<file path="src/assert_macros.svh">
// Assertion macros shared by the RTL files that check their own behaviour.
`ifndef ASSERT_MACROS_SVH
`define ASSERT_MACROS_SVH

// Check that a property holds at every rising edge outside reset.
`define SPKE_ASSERT(label, clk, rst, prop, msg) \
  label: assert property (@(posedge clk) disable iff (rst) (prop)) else $error(msg);

// Check that a condition never holds at a rising edge outside reset.
`define SPKE_NEVER(label, clk, rst, cond, msg) \
  `SPKE_ASSERT(label, clk, rst, !(cond), msg)

`endif

</file>
<file path="src/spke_pkg.sv">
// Shared types and codes of the Sobolev product kernel engine.
package spke_pkg;

  // Input command codes
  localparam logic CMD_STORE = 1'b0;
  localparam logic CMD_QUERY = 1'b1;

  typedef enum logic [1:0] {
    ST_IDLE,
    ST_ISSUE,
    ST_DRAIN,
    ST_HOLD
  } state_t;

  // Controller to datapath commands
  typedef struct packed {
    logic start;
    logic store;
    logic rd_en;
    logic rd_last;
    logic out_load;
  } cmd_t;

  // Datapath to controller status
  typedef struct packed {
    logic last_step;
  } sts_t;

endpackage

</file>
<file path="src/spke_ctrl.sv">
// Sequencer of the kernel engine: handshakes, dimension count and result hand-off.
module spke_ctrl #(
  parameter int MAX_DIMS = 8,
  localparam int DIW = (MAX_DIMS > 1) ? $clog2(MAX_DIMS) : 1
) (
  input  logic              clk,
  input  logic              rst,
  input  logic              in_valid,
  output logic              in_stall,
  input  logic              command,
  input  logic              cfg_wr_en,
  input  logic [3:0]        cfg_wr_data,
  output logic              out_valid,
  input  logic              out_stall,
  output spke_pkg::cmd_t    cmd,
  output logic [DIW-1:0]    rd_dim,
  input  spke_pkg::sts_t    sts
);
  import spke_pkg::*;

  localparam int NW = $clog2(MAX_DIMS + 1);

  state_t         state, state_next;
  logic [3:0]     dims;
  logic [DIW-1:0] dim_cnt, dim_cnt_next;
  logic [NW-1:0]  n_lat, n_lat_next;
  logic [NW-1:0]  n_cfg;
  logic           out_valid_next;
  logic           accept;
  logic           last_dim;

  // Counts above the store's dimension count are held at that count
  assign n_cfg    = (int'(dims) > MAX_DIMS) ? NW'(MAX_DIMS) : NW'(dims);
  assign last_dim = (NW'(dim_cnt) + NW'(1)) == n_lat;
  assign in_stall = (state != ST_IDLE);
  assign accept   = in_valid && !in_stall;
  assign rd_dim   = dim_cnt;

  always_ff @(posedge clk) begin
    if (rst) begin
      state     <= ST_IDLE;
      dims      <= 4'd1;
      dim_cnt   <= '0;
      n_lat     <= '0;
      out_valid <= 1'b0;
    end else begin
      state     <= state_next;
      dim_cnt   <= dim_cnt_next;
      n_lat     <= n_lat_next;
      out_valid <= out_valid_next;
      if (cfg_wr_en) begin
        dims <= cfg_wr_data;
      end
    end
  end

  always_comb begin
    state_next   = state;
    dim_cnt_next = dim_cnt;
    n_lat_next   = n_lat;
    cmd          = '0;
    unique case (state)
      ST_IDLE: begin
        if (accept) begin
          if (command == CMD_STORE) begin
            cmd.store = 1'b1;
          end else begin
            cmd.start    = 1'b1;
            dim_cnt_next = '0;
            n_lat_next   = n_cfg;
            state_next   = (n_cfg == '0) ? ST_HOLD : ST_ISSUE;
          end
        end
      end
      ST_ISSUE: begin
        cmd.rd_en   = 1'b1;
        cmd.rd_last = last_dim;
        if (last_dim) begin
          state_next = ST_DRAIN;
        end else begin
          dim_cnt_next = dim_cnt + DIW'(1);
        end
      end
      ST_DRAIN: begin
        if (sts.last_step) begin
          state_next = ST_HOLD;
        end
      end
      ST_HOLD: begin
        if (!out_valid || !out_stall) begin
          cmd.out_load = 1'b1;
          state_next   = ST_IDLE;
        end
      end
      default: begin
        state_next = ST_IDLE;
      end
    endcase
  end

  assign out_valid_next = cmd.out_load || (out_valid && out_stall);

endmodule

</file>
<file path="config.mk">
export PLATFORM = sky130hd
export DESIGN_NAME = spke_ctrl
export DESIGN_NICKNAME = d
export VERILOG_FILES = /design/src/assert_macros.svh /design/src/spke_pkg.sv /design/src/spke_ctrl.sv
export SDC_FILE = /design/constraint.sdc
export NUM_CORES = 1
export LEC_CHECK = 0
export ABC_AREA = 1
export BUFFER_PORTS_ARGS = -buffer_cell sky130_fd_sc_hd__buf_2
export CAP_MARGIN = 20
export CELL_PAD_IN_SITES_DETAIL_PLACEMENT = 1
export CELL_PAD_IN_SITES_GLOBAL_PLACEMENT = 1
export CORE_MARGIN = 3
export CORE_UTILIZATION = 38
export DETAILED_ROUTE_END_ITERATION = 12
export HOLD_SLACK_MARGIN = 0.03
export PLACE_DENSITY = 0.92
export REMOVE_ABC_BUFFERS = 1
export SKIP_CTS_REPAIR_TIMING = 1
export SLEW_MARGIN = 25
export SYNTH_ARGS = -nofsm -noshare
export SYNTH_HDL_FRONTEND = slang
export SYNTH_SLANG_ARGS = --single-unit
</file>
<file path="constraint.sdc">
create_clock -name clk -period 3.5 [get_ports clk]
set_input_delay 0.7 -clock clk [delete_from_list [all_inputs] [get_ports clk]]
set_output_delay 0.7 -clock clk [all_outputs]
set_load 0.02 [all_outputs]
</file>
==> results of run 1 <==
[registers in the layout, indices dropped and copies added (netlist names)]
register and cells:
state 2, rd_dim 3, out_valid 1, dims 4, n_lat 4
[how the worst max path moves through the flow]
stage	cells past startpoint	endpoint	slack [ns]
2_1_floorplan	6	cmd[1]	1.39
3_3_place_gp	7	cmd[1]	1.46
3_5_place_dp	7	cmd[1]	1.40
4_1_cts	8	cmd[1]	1.07
5_1_grt	8	cmd[1]	0.93
6_report	8	cmd[1]	1.08
[area by class of cell]
type                       instances  area, sq um  share of cell area, %
sequential                        14        280.3                  27.76
multi-input combinational         87        476.7                  47.21
tap                               27        33.78                  3.346
timing repair buffer              20        100.1                  9.913
clock buffer                       4        36.28                  3.594
inverter                          22        82.58                  8.178
[synth_stat cells (all sizes together)]
library cell   n
o21ai          3
a211oi         2
nand3         13
ha             6
nand2         38
nand4          2
inv           22
o32ai          1
nor2          13
buf            1
a21oi          9
dfxtp         14
[stage by stage]
step	worst slack, ns	power (mW)	area [sq um]
2_1_floorplan	1.389	0.5065	839.6
3_3_place_gp	1.458	0.5860	973.4
3_5_place_dp	1.401	0.6070	973.4
4_1_cts	1.073	0.7287	1010
5_1_grt	0.9345	0.7913	1010
6_report	1.083	0.7194	1010
[report_power, final]
part / leakage, nW / internal, mW / switching, mW
logic: 0.375 / 0.134 / 0.243
registers: 0.115 / 0.190 / 0.0330
clock network: 0.0210 / 0.0634 / 0.0562
total: 0.511 / 0.388 / 0.332
[critical path, delay by kind of cell, from the launching register on]
| kind | cells | cell delay [ns] |
|---|---|---|
| and+or+nand+nor | 4 | 0.42 |
| buffers and inverters | 3 | 0.29 |
| DFF | 1 | 0.38 |
| adders and majority gates | 1 | 0.35 |
[cells by family (layout without fill, tap and decap cells)]
family	count (synthesis)	count (layout)
AOI/OAI and AO/OA	15	15
adders and majority gates	6	6
DFF	14	14
and+or+nand+nor	66	66
buffers and inverters	23	46
[metal layers]
layer	routed length, um	up-vias	GRT usage [%]
met5	0	-	0
met4	24	0	5.106
met3	100	5	5.352
met2	1136	16	35.31
met1	824	408	16.33
li1	-	435	-
==> results.cfg, run 1 <==
[layout]
finalNonFillerCells = 174
areaGrowthSynthToFinish_pct = 19.20
final_common_cell = nand2_1
drive_gt1_share_pct = 25.17
postLayoutCoreUtil_pct = 49.45
antenna_cells = 0
fillers = 298
mostFrequentLayoutCells = 33 x nand2_1, 20 x buf_2, 19 x inv_1
fin_nets = 165

[placement]
gp_congestion = 0.7402
dp_hpwl_mm = 1.779
portBuffers = 20
place_inst = 170

[pwr]
p_leak_nw = 0.5112
p_per_area_mw_per_mm2 = 712.4
ir_drop_mv = 0.3193

[sta]
period_share_pct = 69.05
clock_skew_ns = 0.004903
setup_viol = 0
period_minus_slack_ns = 2.417
hold_viol = 0
worst_hold_slack_ns = 0.4722
setup_tns_ns = 0
slew_viol_final = 0
rsz0062_at_grt = false
relSlewSlack_pct = 79.80
max_freq_ghz = 0.4138
tightest_slew_ns = 0.3030

[detailed_routing]
totalWireLength_mm = 2.085
viasPerCell = 4.966
postRouteAntennaNets = 0
drtIter0Drc = 4
wl_per_cell_um = 11.98
first_pass_iters = 4
drt_drc_violations_left = 0
route.vias.total = 864

[grt]
overflow = 0
antenna_found_initial = 0
groute.usage.overall_pct = 17.54
grt_pass1_vias = 862
grt_pass1_wl_mm = 3.525
grt_max_degree = 9

[worst_setup_path]
slowest_stage = dfxtp_1
cp_max_fo = 7
path_class = register to output port
path_cells = ha_1, inv_1, nand2_1, nand2_1, nor2_4, nand4_2, inv_1, buf_2
r2r_slack_ns = 1.93
end_kind = output port
cp-start-kind = register
r2r_start = rd_dim[0]
timing.rr.end = rd_dim[1]
cp.required_ns = 2.80
critical_path.max_stage_delay_ns = 0.38
startpoint = rd_dim[0]
crit_arrival_ns = 1.72
r2r_cells = 10

[cts]
cts.sinks = 14
ctsRootBufferMaster = clkbuf_4
worstSkewPairLatency_ns = 0.29
htreeDepth = 1
cts_tree = yes
cts_made_buffers = 3
cts.clk_slew.worst_paths_ns = 0.09
clockBufferDepth = 2

[die]
pin_count = 21
die_h_um = 53.22
dieArea_sq_mm = 0.002832
fp-row-count = 16
start_util_pct = 41.48
core_area_sq_mm = 0.002042
fp.dieW_um = 53.22

[hold_path]
min_to = n_lat[1]
min_path_cells = 2
min_path_type = register to register
hp-start = dims[1]

[synthesis]
synth_seq_cells = 14
synth_warnings = 0
synth_area_sq_um = 847.1
synth_top_family_by_area = simple AND/OR/NAND/NOR gates
yosysUniqueCellTypes = 18
synth_fa_ha_area_share_pct = 8.863
synthSimpleGateAreaFrac_pct = 36.04
synth_top_area_share_pct = 33.09
seq_area_frac_synth_pct = 33.09
netlist_instances = 124
syn_avg_cell_area_sq_um = 6.831
synth_xor_area_share_pct = 0
synthMuxAreaShare_pct = 0
synth_area_leaders = dfxtp_1 33%, nand2_1 15%, ha_1 8.9%, inv_1 8.4%, nand3_1 6.5%
synth-compound-area-share_pct = 11.37
yosys.area.top_type = dfxtp_1

[status]
outcome = finished, final reports clean

[flow_run]
max_cap_violations = 0
Power figures use the tool's default switching activity.
==> run 2, diff against run 1 <==
Settings changed: CORE_UTILIZATION 38 to 35, PLACE_DENSITY 0.92 to 0.87.
Clock period 3.5 ns to 2.47 ns, I/O delays scaled along.
==> results.cfg, run 2 (synthesis gave the netlist of run 1 again) <==
[sta]
setup_tns_ns = 0
tightest_slew_ns = 0.2896
max_freq_ghz = 0.4454
fin_ws_ns = 0.2251
hold_viol = 0
slew_viol_final = 0
clock_skew_ns = 0.003115
period_share_pct = 90.89
period_minus_slack_ns = 2.245
setup_viol = 0
relSlewSlack_pct = 80.64
rsz0062_at_grt = false

[worst_setup_path]
startpoint = rd_dim[0]
end_kind = output port
r2r_slack_ns = 0.83
cp_max_fo = 7
crit_arrival_ns = 1.75
cp.required_ns = 1.98
cp-start-kind = register
r2r_start = rd_dim[0]
path_cells = ha_1, nand2_1, nand2_1, nor2_4, nand4_2, inv_1, buf_2
cp_common_cell = nand2_1
slowest_stage = dfxtp_1
critical_path.max_stage_delay_ns = 0.47
path_class = register to output port

[grt]
grt_pass1_vias = 817
grt_max_degree = 9
grt_pass1_wl_mm = 3.477
groute.usage.overall_pct = 15.94
antenna_found_initial = 0
overflow = 0

[detailed_routing]
drtIter0Drc = 6
totalWireLength_mm = 2.041
postRouteAntennaNets = 0
wl_per_cell_um = 11.66
drt_drc_violations_left = 0
first_pass_iters = 4
viasPerCell = 4.709
route.vias.total = 824

[layout]
fillers = 335
drive_gt1_share_pct = 25.17
final_common_cell = nand2_1
fin_nets = 165
mostFrequentLayoutCells = 33 x nand2_1, 20 x buf_2, 19 x inv_1
antenna_cells = 0
postLayoutCoreUtil_pct = 44.84
areaGrowthSynthToFinish_pct = 19.35
finalInstanceArea_sq_mm = 0.001011

[placement]
placed_area_sq_um = 974.7
place_ws_ns = 0.5225
portBuffers = 20
dp_hpwl_mm = 1.729
gp_congestion = 0.7442

[flow_run]
max_cap_violations = 0

[cts]
htreeDepth = 1
cts.sinks = 14
clockBufferDepth = 2
ctsRootBufferMaster = clkbuf_4
worstSkewPairLatency_ns = 0.28
cts_made_buffers = 3
cts_tree = yes
cts.clk_slew.worst_paths_ns = 0.09

[pwr]
p_per_area_mw_per_mm2 = 1007
p_leak_nw = 0.5112
p_total_mw = 1.018
ir_drop_mv = 0.5513

[status]
outcome = finished, final reports clean

[die]
die_h_um = 55.20
fp.dieW_um = 55.20
start_util_pct = 37.57
fp-row-count = 17
pin_count = 21
dieArea_sq_mm = 0.003046
core_area_sq_mm = 0.002255

[hold_path]
min_path_type = primary input to register
hp-start = cfg_wr_data[0]
==> run 2: power by group <==
group / switching [mW] / total (mW) / leakage (nW) / internal, mW
Sequential: 0.0458 / 0.315 / 0.115 / 0.269
Combinational: 0.347 / 0.536 / 0.375 / 0.189
Clock: 0.0772 / 0.167 / 0.0210 / 0.0896
==> run 2: final timing paths <==
path                            cells after the start         to
worst min-delay path                                3    dims[0]
worst max-delay path                                7     cmd[1]
worst max register to register                      9  rd_dim[1]
worst min register to register                      2   n_lat[2]
==> run 2: worst max-delay path, delay by kind of cell (launching register included) <==
family / cells / cell delay [ns]
buffers and inverters: 2 / 0.23
adders and majority gates: 1 / 0.30
DFF: 1 / 0.47
and+or+nand+nor: 4 / 0.46
==> run 2: cell type report <==
type	instances	area, sq um	share of cell area (%)
timing repair buffer	20	100.1	9.901
tap	28	35.03	3.465
sequential	14	280.3	27.72
inverter	22	82.58	8.168
clock buffer	4	36.28	3.589
multi-input combinational	87	476.7	47.15
==> run 2: per-stage QoR <==
| stage | instances | hold slack, ns |
|---|---|---|
| after floorplan | 123 | 0.4332 |
| after global placement | 171 | 0.4549 |
| after detailed placement | 171 | 0.4676 |
| after CTS | 175 | 0.4236 |
| after global routing | 175 | 0.4354 |
| final | 175 | 0.4262 |
==> run 2: metal layers <==
metal	GRT usage, %	vias up	share of wire, %
li1	-	433	-
met1	18.77	374	43
met2	28.74	15	51
met3	2.413	2	4.9
met4	6.073	0	0.73
met5	0	-	0
